===== src/design/lfu_cache_table_defines.svh =====
// assertion macros shared by the lfu cache table rtl
`ifndef LFU_CACHE_TABLE_DEFINES_SVH
`define LFU_CACHE_TABLE_DEFINES_SVH

// same-cycle implication, checked on every rising clock edge out of reset
`define LFU_ASSERT_NOW(label, ante, cons, msg) \
   label: assert property (@(posedge clock) disable iff (reset) (ante) |-> (cons)) \
      else $error(msg);

// next-cycle implication, checked on every rising clock edge out of reset
`define LFU_ASSERT_NEXT(label, ante, cons, msg) \
   label: assert property (@(posedge clock) disable iff (reset) (ante) |=> (cons)) \
      else $error(msg);

`endif


===== src/design/lfu_pkg.sv =====
// types and constants of the lfu cache table
`default_nettype none

package lfu_pkg;

   localparam int KEY_W   = 32;
   localparam int VAL_W   = 32;
   localparam int COUNT_W = 32;
   localparam int STAMP_W = 48;
   localparam int CAP_REG_W = 5;

   localparam logic [CAP_REG_W-1:0] CAP_RESET = 5'd16;
   localparam logic [COUNT_W-1:0]   COUNT_MAX = 32'hFFFF_FFFF;
   localparam logic [COUNT_W-1:0]   COUNT_ONE = 32'd1;
   localparam logic [STAMP_W-1:0]   STAMP_ONE = 48'd1;

   localparam logic REQ_GET = 1'b0;
   localparam logic REQ_PUT = 1'b1;

   typedef enum logic [1:0] {
      ST_IDLE,
      ST_SCAN,
      ST_WRITE
   } state_type;

   typedef struct packed {
      logic [KEY_W-1:0]   key;
      logic [VAL_W-1:0]   value;
      logic [COUNT_W-1:0] use_count;
      logic [STAMP_W-1:0] last_use;
   } entry_type;

endpackage

`default_nettype wire


===== src/design/lfu_cache_table.sv =====
// lfu cache table: key/value cache with least-frequently-used replacement
//
// request channel (req_): one word is a get or a put with a key and a value,
//   taken when req_valid is high and req_stall is low
// response channel (rsp_): exactly one word per request: hit, read value on a
//   get hit, and the evicted key when a put pushed out another entry
// csr channel: write of capacity_in_use, taken when csr_valid and csr_ready;
//   csr_ready is high only while the sequencer is idle
// each request scans the occupied entries one per cycle through the entry
//   memory read port and a single compare unit (key match plus lowest count,
//   oldest stamp victim search), then writes back at most one entry
// a request passes through the scan and write-back states before its word
//   reaches the output register and rsp_valid; a new request is taken only
//   after the previous one is through; req_stall stays high until the
//   write-back cycle has handed its word to the output register
// the output register lets the next request be accepted and scanned while the
//   previous response is stalled; write-back waits only if the register is
//   still full
// reset (synchronous, active high) empties the table via the fill count,
//   sets capacity to 16 and clears the stamp clock; no clearing pass is needed
`default_nettype none

`include "lfu_cache_table_defines.svh"

module lfu_cache_table
   import lfu_pkg::*;
#(
   parameter int CAPACITY = 16
) (
   input  wire logic                 clock,
   input  wire logic                 reset,
   // request channel
   input  wire logic                 req_valid,
   output logic                      req_stall,
   input  wire logic                 req_type,
   input  wire logic [KEY_W-1:0]     req_key,
   input  wire logic [VAL_W-1:0]     req_value,
   // response channel
   output logic                      rsp_valid,
   input  wire logic                 rsp_stall,
   output logic                      rsp_hit,
   output logic [VAL_W-1:0]          rsp_read_value,
   output logic                      rsp_evicted,
   output logic [KEY_W-1:0]          rsp_evicted_key,
   // csr channel
   input  wire logic                 csr_valid,
   output logic                      csr_ready,
   input  wire logic [CAP_REG_W-1:0] csr_capacity_in_use
);

   localparam int IDX_W = (CAPACITY > 1) ? $clog2(CAPACITY) : 1;
   localparam int OCC_W = $clog2(CAPACITY + 1);
   localparam int CAP_W = (OCC_W > CAP_REG_W) ? OCC_W : CAP_REG_W;

   // sequencer and architectural state
   state_type              state_ff, state_in;
   logic [CAP_REG_W-1:0]   capacity_ff, capacity_in;
   logic [OCC_W-1:0]       occ_ff, occ_in;          // valid entries are slots 0..occ-1
   logic [STAMP_W-1:0]     use_clock_ff, use_clock_in;

   // captured request
   logic                   req_type_ff, req_type_in;
   logic [KEY_W-1:0]       req_key_ff, req_key_in;
   logic [VAL_W-1:0]       req_value_ff, req_value_in;

   // scan pipeline
   logic [OCC_W-1:0]       issue_ff, issue_in;
   logic                   rd_vld_ff, rd_vld_in;
   logic [IDX_W-1:0]       rd_idx_ff, rd_idx_in;
   logic [IDX_W-1:0]       rd_addr;
   entry_type              rd_data_ff;

   // match tracker
   logic                   found_ff, found_in;
   logic [IDX_W-1:0]       match_idx_ff, match_idx_in;
   logic [VAL_W-1:0]       match_val_ff, match_val_in;
   logic [COUNT_W-1:0]     match_cnt_ff, match_cnt_in;

   // victim tracker
   logic                   have_vic_ff, have_vic_in;
   logic [IDX_W-1:0]       vic_idx_ff, vic_idx_in;
   logic [COUNT_W-1:0]     vic_cnt_ff, vic_cnt_in;
   logic [STAMP_W-1:0]     vic_stamp_ff, vic_stamp_in;
   logic [KEY_W-1:0]       vic_key_ff, vic_key_in;

   // output register
   logic                   rsp_valid_ff, rsp_valid_in;
   logic                   rsp_hit_ff, rsp_hit_in;
   logic [VAL_W-1:0]       rsp_read_value_ff, rsp_read_value_in;
   logic                   rsp_evicted_ff, rsp_evicted_in;
   logic [KEY_W-1:0]       rsp_evicted_key_ff, rsp_evicted_key_in;

   // entry memory write port
   logic                   wr_en;
   logic [IDX_W-1:0]       wr_addr;
   entry_type              wr_data;

   entry_type              entry_mem [CAPACITY];

   // compare unit and helpers
   logic                   key_eq;
   logic                   vic_better;
   logic [CAP_W-1:0]       cap_eff;
   logic [CAP_W-1:0]       occ_ext;
   logic                   req_accept;
   logic                   out_free;
   logic [COUNT_W-1:0]     match_cnt_inc;

   assign req_stall       = (state_ff != ST_IDLE);
   assign csr_ready       = (state_ff == ST_IDLE);
   assign req_accept      = req_valid && !req_stall;
   assign out_free        = !rsp_valid_ff || !rsp_stall;

   assign rsp_valid       = rsp_valid_ff;
   assign rsp_hit         = rsp_hit_ff;
   assign rsp_read_value  = rsp_read_value_ff;
   assign rsp_evicted     = rsp_evicted_ff;
   assign rsp_evicted_key = rsp_evicted_key_ff;

   // capacity register above the table size saturates at the table size
   assign cap_eff = (CAP_W'(capacity_ff) > CAP_W'(CAPACITY)) ?
                    CAP_W'(CAPACITY) : CAP_W'(capacity_ff);
   assign occ_ext = CAP_W'(occ_ff);

   assign rd_addr = issue_ff[IDX_W-1:0];

   // one compare unit shared by every scan step
   assign key_eq     = (rd_data_ff.key == req_key_ff);
   assign vic_better = !have_vic_ff ||
                       (rd_data_ff.use_count < vic_cnt_ff) ||
                       ((rd_data_ff.use_count == vic_cnt_ff) &&
                        (rd_data_ff.last_use < vic_stamp_ff));

   // saturating use count
   assign match_cnt_inc = (match_cnt_ff == COUNT_MAX) ? match_cnt_ff :
                          match_cnt_ff + COUNT_ONE;

   always_comb begin
      state_in           = state_ff;
      capacity_in        = capacity_ff;
      occ_in             = occ_ff;
      use_clock_in       = use_clock_ff;
      req_type_in        = req_type_ff;
      req_key_in         = req_key_ff;
      req_value_in       = req_value_ff;
      issue_in           = issue_ff;
      rd_vld_in          = 1'b0;
      rd_idx_in          = rd_addr;
      found_in           = found_ff;
      match_idx_in       = match_idx_ff;
      match_val_in       = match_val_ff;
      match_cnt_in       = match_cnt_ff;
      have_vic_in        = have_vic_ff;
      vic_idx_in         = vic_idx_ff;
      vic_cnt_in         = vic_cnt_ff;
      vic_stamp_in       = vic_stamp_ff;
      vic_key_in         = vic_key_ff;
      rsp_valid_in       = rsp_valid_ff && rsp_stall;
      rsp_hit_in         = rsp_hit_ff;
      rsp_read_value_in  = rsp_read_value_ff;
      rsp_evicted_in     = rsp_evicted_ff;
      rsp_evicted_key_in = rsp_evicted_key_ff;
      wr_en              = 1'b0;
      wr_addr            = match_idx_ff;
      wr_data            = '{key: req_key_ff, value: req_value_ff,
                             use_count: COUNT_ONE, last_use: use_clock_ff};

      if (csr_valid && csr_ready) begin
         capacity_in = csr_capacity_in_use;
      end

      case (state_ff)
         ST_IDLE: begin
            if (req_accept) begin
               req_type_in  = req_type;
               req_key_in   = req_key;
               req_value_in = req_value;
               issue_in     = '0;
               found_in     = 1'b0;
               have_vic_in  = 1'b0;
               state_in     = ST_SCAN;
            end
         end

         ST_SCAN: begin
            // issue one read per cycle over the occupied slots
            if (issue_ff < occ_ff) begin
               rd_vld_in = 1'b1;
               issue_in  = issue_ff + OCC_W'(1);
            end
            // evaluate the entry read in the previous cycle
            if (rd_vld_ff) begin
               if (!found_ff && key_eq) begin
                  found_in     = 1'b1;
                  match_idx_in = rd_idx_ff;
                  match_val_in = rd_data_ff.value;
                  match_cnt_in = rd_data_ff.use_count;
               end
               if (vic_better) begin
                  have_vic_in  = 1'b1;
                  vic_idx_in   = rd_idx_ff;
                  vic_cnt_in   = rd_data_ff.use_count;
                  vic_stamp_in = rd_data_ff.last_use;
                  vic_key_in   = rd_data_ff.key;
               end
            end
            if ((issue_ff == occ_ff) && !rd_vld_ff) begin
               state_in = ST_WRITE;
            end
         end

         ST_WRITE: begin
            // write-back waits for room in the output register
            if (out_free) begin
               rsp_valid_in       = 1'b1;
               rsp_hit_in         = 1'b0;
               rsp_read_value_in  = '0;
               rsp_evicted_in     = 1'b0;
               rsp_evicted_key_in = '0;
               state_in           = ST_IDLE;

               if (req_type_ff == REQ_GET) begin
                  if (found_ff) begin
                     rsp_hit_in        = 1'b1;
                     rsp_read_value_in = match_val_ff;
                     wr_en             = 1'b1;
                     wr_addr           = match_idx_ff;
                     wr_data.value     = match_val_ff;
                     wr_data.use_count = match_cnt_inc;
                     use_clock_in      = use_clock_ff + STAMP_ONE;
                  end
               end else if (cap_eff != '0) begin
                  if (found_ff) begin
                     rsp_hit_in        = 1'b1;
                     wr_en             = 1'b1;
                     wr_addr           = match_idx_ff;
                     wr_data.use_count = match_cnt_inc;
                     use_clock_in      = use_clock_ff + STAMP_ONE;
                  end else if (occ_ext < cap_eff) begin
                     // fill the next free slot
                     wr_en        = 1'b1;
                     wr_addr      = occ_ff[IDX_W-1:0];
                     occ_in       = occ_ff + OCC_W'(1);
                     use_clock_in = use_clock_ff + STAMP_ONE;
                  end else if (have_vic_ff) begin
                     // evict the victim and refill its slot
                     rsp_evicted_in     = 1'b1;
                     rsp_evicted_key_in = vic_key_ff;
                     wr_en              = 1'b1;
                     wr_addr            = vic_idx_ff;
                     use_clock_in       = use_clock_ff + STAMP_ONE;
                  end
               end
            end
         end

         default: begin
            state_in = ST_IDLE;
         end
      endcase
   end

   // control registers
   always_ff @(posedge clock) begin
      if (reset) begin
         state_ff     <= ST_IDLE;
         capacity_ff  <= CAP_RESET;
         occ_ff       <= '0;
         use_clock_ff <= '0;
         rd_vld_ff    <= 1'b0;
         rsp_valid_ff <= 1'b0;
         issue_ff     <= '0;
         found_ff     <= 1'b0;
         have_vic_ff  <= 1'b0;
      end else begin
         state_ff     <= state_in;
         capacity_ff  <= capacity_in;
         occ_ff       <= occ_in;
         use_clock_ff <= use_clock_in;
         rd_vld_ff    <= rd_vld_in;
         rsp_valid_ff <= rsp_valid_in;
         issue_ff     <= issue_in;
         found_ff     <= found_in;
         have_vic_ff  <= have_vic_in;
      end
   end

   // payload registers
   always_ff @(posedge clock) begin
      req_type_ff        <= req_type_in;
      req_key_ff         <= req_key_in;
      req_value_ff       <= req_value_in;
      rd_idx_ff          <= rd_idx_in;
      match_idx_ff       <= match_idx_in;
      match_val_ff       <= match_val_in;
      match_cnt_ff       <= match_cnt_in;
      vic_idx_ff         <= vic_idx_in;
      vic_cnt_ff         <= vic_cnt_in;
      vic_stamp_ff       <= vic_stamp_in;
      vic_key_ff         <= vic_key_in;
      rsp_hit_ff         <= rsp_hit_in;
      rsp_read_value_ff  <= rsp_read_value_in;
      rsp_evicted_ff     <= rsp_evicted_in;
      rsp_evicted_key_ff <= rsp_evicted_key_in;
   end

   // entry memory: one write port, one registered read port
   always_ff @(posedge clock) begin
      if (wr_en) begin
         entry_mem[wr_addr] <= wr_data;
      end
   end

   always_ff @(posedge clock) begin
      rd_data_ff <= entry_mem[rd_addr];
   end

   `LFU_ASSERT_NOW(a_occ_bound, 1'b1, occ_ff <= OCC_W'(CAPACITY), "occupancy above table size")
   `LFU_ASSERT_NOW(a_hit_no_evict, rsp_valid_ff, !(rsp_hit_ff && rsp_evicted_ff), "hit with eviction")
   `LFU_ASSERT_NOW(a_evict_occupied, rsp_valid_ff && rsp_evicted_ff, occ_ff != '0, "eviction from empty table")
   `LFU_ASSERT_NEXT(a_accept_scan, req_accept, state_ff == ST_SCAN, "accepted word did not start a scan")
   `LFU_ASSERT_NEXT(a_clock_hold, !wr_en, $stable(use_clock_ff), "stamp clock moved without a write")

endmodule

`default_nettype wire

===== config.mk =====
export PLATFORM = sky130hd
export DESIGN_NAME = lfu_cache_table
export DESIGN_NICKNAME = d
export VERILOG_FILES = /design/src/design/lfu_pkg.sv /design/src/design/lfu_cache_table.sv
export VERILOG_INCLUDE_DIRS = /design/src /design/src/design
export SDC_FILE = /design/constraint.sdc
export NUM_CORES = 2
export LEC_CHECK = 0
export BUFFER_PORTS_ARGS = -buffer_cell sky130_fd_sc_hd__buf_2
export CAP_MARGIN = 20
export CORE_MARGIN = 2
export CORE_UTILIZATION = 60
export DETAILED_ROUTE_END_ITERATION = 10
export MAX_ROUTING_LAYER = met4
export PLACE_DENSITY = 0.83
export RECOVER_POWER = 50
export SKIP_LAST_GASP = 1
export SLEW_MARGIN = 10
export SYNTH_ARGS = -nofsm -noshare
export SYNTH_HDL_FRONTEND = slang
export SYNTH_SLANG_ARGS = --single-unit

===== constraint.sdc =====
create_clock -name clock -period 28.7 [get_ports clock]
set_input_delay 7.175 -clock clock [delete_from_list [all_inputs] [get_ports clock]]
set_output_delay 7.175 -clock clock [all_outputs]
set_load 0.005 [all_outputs]

==> run_summary.xml <==
<?xml version="1.0" encoding="UTF-8"?>
<metrics>
  <group name="floorplan">
    <metric name="x_dimension_of_the_die" unit="um">424.3</metric>
    <metric name="design.die.area" unit="sq um">180000</metric>
    <metric name="die_height" unit="um">424.3</metric>
    <metric name="start_util" unit="%">60.25</metric>
    <metric name="io-pin-count" unit="">144</metric>
    <metric name="placeableCoreArea" unit="sq um">175900</metric>
    <metric name="number_of_core_rows" unit="">154</metric>
  </group>
  <group name="critical_path">
    <metric name="crit_path_cell_trace" unit="">clkbuf_1 -&gt; a21oi_4 -&gt; clkbuf_1 -&gt; nand2_1 -&gt; a2111oi_0 -&gt; nand3_1 -&gt; xor2_1 -&gt; nor2_1</metric>
    <metric name="cp-endpoint" unit="">use_clock_ff[36]$_SDFFE_PP0P_</metric>
    <metric name="r2r_end" unit="">rd_data_ff[28]$_DFF_P_</metric>
    <metric name="crit_family" unit="">buffers and inverters</metric>
    <metric name="worst-r2r-cell-count" unit="">4</metric>
    <metric name="crit_path_category" unit="">in -&gt; reg</metric>
    <metric name="critPathMostFrequentCell" unit="">sky130_fd_sc_hd__clkbuf_1</metric>
    <metric name="critical_path_buf_inv_count" unit="">2</metric>
    <metric name="end_kind" unit="">flip-flop</metric>
    <metric name="critical_path.startpoint_type" unit="">primary input</metric>
    <metric name="path_max_fanout" unit="">72</metric>
    <metric name="setup.reg_to_reg.worst_slack" unit="ps">14890</metric>
    <metric name="r2r_start" unit="">issue_ff[1]$_SDFFE_PP0P_</metric>
    <metric name="critical_path_arrival" unit="ps">16800</metric>
    <metric name="cpPeakStageDelay" unit="ps">3720</metric>
    <metric name="crit_start" unit="">rsp_stall</metric>
    <metric name="critical_path.slowest_cell" unit="">sky130_fd_sc_hd__clkbuf_1</metric>
    <metric name="crit_cells" unit="">8</metric>
    <metric name="worst_path_required_time" unit="ps">29350</metric>
  </group>
  <group name="synth">
    <metric name="yosysSeqAreaShare" unit="%">78.29</metric>
    <metric name="synth_edf_count" unit="">2619</metric>
    <metric name="synth.cell_area" unit="sq um">106000</metric>
    <metric name="syn-num-nets" unit="">4810</metric>
    <metric name="yosysTopAreaCell" unit="">sky130_fd_sc_hd__edfxtp_1</metric>
    <metric name="asyncSetResetFlopFracSynth" unit="%">0</metric>
    <metric name="synth-seq-cells" unit="">2836</metric>
    <metric name="yosysTopAreaCellShare" unit="%">74.19</metric>
    <metric name="synth_commonest_cells" unit="">2,619 x sky130_fd_sc_hd__edfxtp_1, 720 x sky130_fd_sc_hd__mux4_2, 217 x sky130_fd_sc_hd__dfxtp_1</metric>
    <metric name="dominantRegCellSynth" unit="">sky130_fd_sc_hd__edfxtp_1</metric>
    <metric name="synth_area_per_cell" unit="sq um">22.83</metric>
    <metric name="ys_types" unit="">58</metric>
    <metric name="syn_inst" unit="">4643</metric>
    <metric name="netlist_top_cells_area" unit="">sky130_fd_sc_hd__edfxtp_1 74%, sky130_fd_sc_hd__mux4_2 15%, sky130_fd_sc_hd__dfxtp_1 4.1%</metric>
    <metric name="yosysWarnings" unit="">0</metric>
    <metric name="synthMostInstantiatedCell" unit="">sky130_fd_sc_hd__edfxtp_1</metric>
  </group>
  <group name="detailed_routing">
    <metric name="vias" unit="">53850</metric>
    <metric name="drt-vias-per-instance" unit="">7.158</metric>
    <metric name="detail_route.wl_per_cell" unit="um">38.60</metric>
    <metric name="detailedRoute.firstIterationViolations" unit="">9837</metric>
    <metric name="post-route-drc-count" unit="">0</metric>
    <metric name="drt_pass1_iterations" unit="">6</metric>
    <metric name="drt-total-wl" unit="um">290400</metric>
    <metric name="route.antenna.remaining_nets" unit="">0</metric>
  </group>
  <group name="finish">
    <metric name="finish.instance_area" unit="sq um">118700</metric>
    <metric name="design.final.nets" unit="">5131</metric>
    <metric name="syn2layout_area_growth" unit="%">12.01</metric>
    <metric name="final.fill_count" unit="">9456</metric>
    <metric name="seqCellArea" unit="sq um">82990</metric>
    <metric name="fin_cells" unit="">7523</metric>
    <metric name="multi_input_area" unit="sq um">21870</metric>
    <metric name="drive_gt1_share" unit="%">24.83</metric>
  </group>
  <group name="timing">
    <metric name="setup_violations" unit="">0</metric>
    <metric name="hold_violations" unit="">0</metric>
    <metric name="finalClockSkew" unit="ps">110.2</metric>
    <metric name="setup-tns-final" unit="ps">0</metric>
    <metric name="maxClockFrequency" unit="MHz">61.90</metric>
    <metric name="final_critical_period" unit="ps">16150</metric>
    <metric name="finalWorstSetupSlack" unit="ps">12550</metric>
    <metric name="post-route-period-util" unit="%">56.29</metric>
    <metric name="timing.final.max_slew_violations" unit="">1373</metric>
    <metric name="worstMarginPinSlew" unit="ps">8728</metric>
    <metric name="grt_setup_unrepaired" unit="">no</metric>
    <metric name="worst_slew_margin_rel" unit="%">-481.9</metric>
  </group>
  <group name="outcome">
    <metric name="status" unit="">complete, but fails checks</metric>
    <metric name="violations" unit="">max-capacitance violations, max-slew violations</metric>
  </group>
  <group name="placement">
    <metric name="place_worst_setup_slack" unit="ps">16600</metric>
    <metric name="dp.final_hpwl" unit="um">126000</metric>
    <metric name="port_buffers" unit="">143</metric>
    <metric name="place.detailed.instances" unit="">7011</metric>
    <metric name="place.gp.congestion" unit="">0.7911</metric>
    <metric name="placed_area" unit="sq um">109800</metric>
  </group>
  <group name="clocking">
    <metric name="post-cts-setup-buffers" unit="">0</metric>
    <metric name="cts_root_buf" unit="">sky130_fd_sc_hd__clkbuf_16</metric>
    <metric name="tritoncts" unit="">yes</metric>
    <metric name="cts-resized-gates" unit="">0</metric>
    <metric name="cts_hold_buffers" unit="">0</metric>
    <metric name="tritoncts.num_buffers" unit="">287</metric>
    <metric name="clock_tree.buffer_depth" unit="">4</metric>
    <metric name="insertion_delay" unit="ps">990</metric>
    <metric name="clock_sink_count" unit="">2836</metric>
    <metric name="clk_transition_reported_paths" unit="ps">70</metric>
    <metric name="htreeDepth" unit="">5</metric>
  </group>
  <group name="hold_path">
    <metric name="min_path_cells" unit="">0</metric>
    <metric name="hold_path.class" unit="">reg -&gt; reg</metric>
  </group>
  <group name="global_routing">
    <metric name="grt_pass1_vias" unit="">56240</metric>
    <metric name="number_of_antenna_violations_at_the_first_check_in_global_routing" unit="">8</metric>
    <metric name="first_pass_grt_wire_length" unit="um">414700</metric>
    <metric name="grt-ovfl-total" unit="">0</metric>
    <metric name="grt_start_max_net_pins" unit="">151</metric>
    <metric name="grt.total_usage" unit="%">33.65</metric>
  </group>
  <group name="power">
    <metric name="power.density_cell_area" unit="nW/um^2">74.33</metric>
    <metric name="post-layout-total-power" unit="mW">8.826</metric>
    <metric name="irDropWorstVdd" unit="mV">0.07784</metric>
    <metric name="leakage" unit="nW">37.84</metric>
  </group>
  <group name="job">
    <metric name="max_cap_violations" unit="">28</metric>
  </group>
</metrics>
-- cell type report --
class | instances | share of cell area (%)
repair buffers | 224 | 1.124
clock inverters | 125 | 1.169
diodes | 11 | 0.02318
inverters | 103 | 0.3267
well taps | 2340 | 2.466
clock buffers | 372 | 6.578
multi-input cells | 1512 | 18.42
flip-flops and latches | 2836 | 69.89
-- report_power, final --
group | switching [mW] | leakage (nW) | internal [mW]
clock network | 1.62 | 4.49 | 2.20
logic | 0.200 | 7.14 | 0.205
registers | 0.0603 | 26.2 | 4.54
total | 1.88 | 37.8 | 6.94
-- kinds of logic (layout without fill, tap and decap cells) --
group                    Yosys count  in the layout  share of synthesized area [%]
flip-flops                      2836           2836                          78.29
adder cells (fa/ha/maj)           92             92                          1.086
XOR/XNOR                         115            115                         0.9502
other                              0             11                              0
buffers and inverters            295            824                          1.115
multiplexers                     756            756                          15.68
AND/OR/NAND/NOR                  449            449                          2.225
AO/OA/AOI/OAI                    100            100                         0.6563
-- per-stage QoR --
| step | utilization, % | hold WS (ps) |
|---|---|---|
| CTS | 67.62 | 396.1 |
| global placement | 62.39 | 387.6 |
| detailed placement | 62.39 | 388.7 |
| finish | 67.49 | 398.9 |
| floorplan | - | 354.0 |
| global route | 67.49 | 406.8 |
-- registers in the layout, summed over array words and instances (netlist names), 32 cells and up --
name / count
entry_mem: 2304
match_cnt_ff: 32
match_val_ff: 32
rd_data_ff: 144
req_key_ff: 32
req_value_ff: 32
rsp_evicted_key: 32
rsp_read_value: 32
use_clock_ff: 48
vic_cnt_ff: 32
vic_key_ff: 32
vic_stamp_ff: 48
-- cells in the final DEF (no fill, tap or decap), drive strengths merged, types with 46 or more instances in the layout --
master  synthesis  layout
ha             92      92
clkbuf        121     462
clkinv          0      84
nand3          46      46
xnor2          47      47
nor2          120     120
edfxtp       2619    2619
nand2          76      76
dfxtp         217     217
mux4          720     720
buf            71     134
a21oi          51      51
inv           103     106
xor2           68      68
-- how the worst min path moves through the flow --
| stage | from | endpoint |
|---|---|---|
| 6_report | rd_data_ff[84]$_DFF_P_ | match_val_ff[4]$_DFFE_PP_ |
| 2_1_floorplan | issue_ff[0]$_SDFFE_PP0P_ | rd_idx_ff[0]$_DFF_P_ |
| 4_1_cts | rd_data_ff[42]$_DFF_P_ | vic_stamp_ff[42]$_DFFE_PP_ |
| 3_5_place_dp | rd_data_ff[93]$_DFF_P_ | match_val_ff[13]$_DFFE_PP_ |
| 3_3_place_gp | rd_data_ff[82]$_DFF_P_ | match_val_ff[2]$_DFFE_PP_ |
| 5_1_grt | rd_data_ff[84]$_DFF_P_ | match_val_ff[4]$_DFFE_PP_ |
-- metal layers --
metal	part of all wire, %	vias up	wire, um	track usage, %
met2	50	5310	146500	53.74
li1	-	19950	-	-
met5	0	-	0	-
met3	12	1194	34520	7.221
met4	6.4	0	18480	18.10
met1	31	27400	90940	40.63
(Power assumes the default switching activity.)
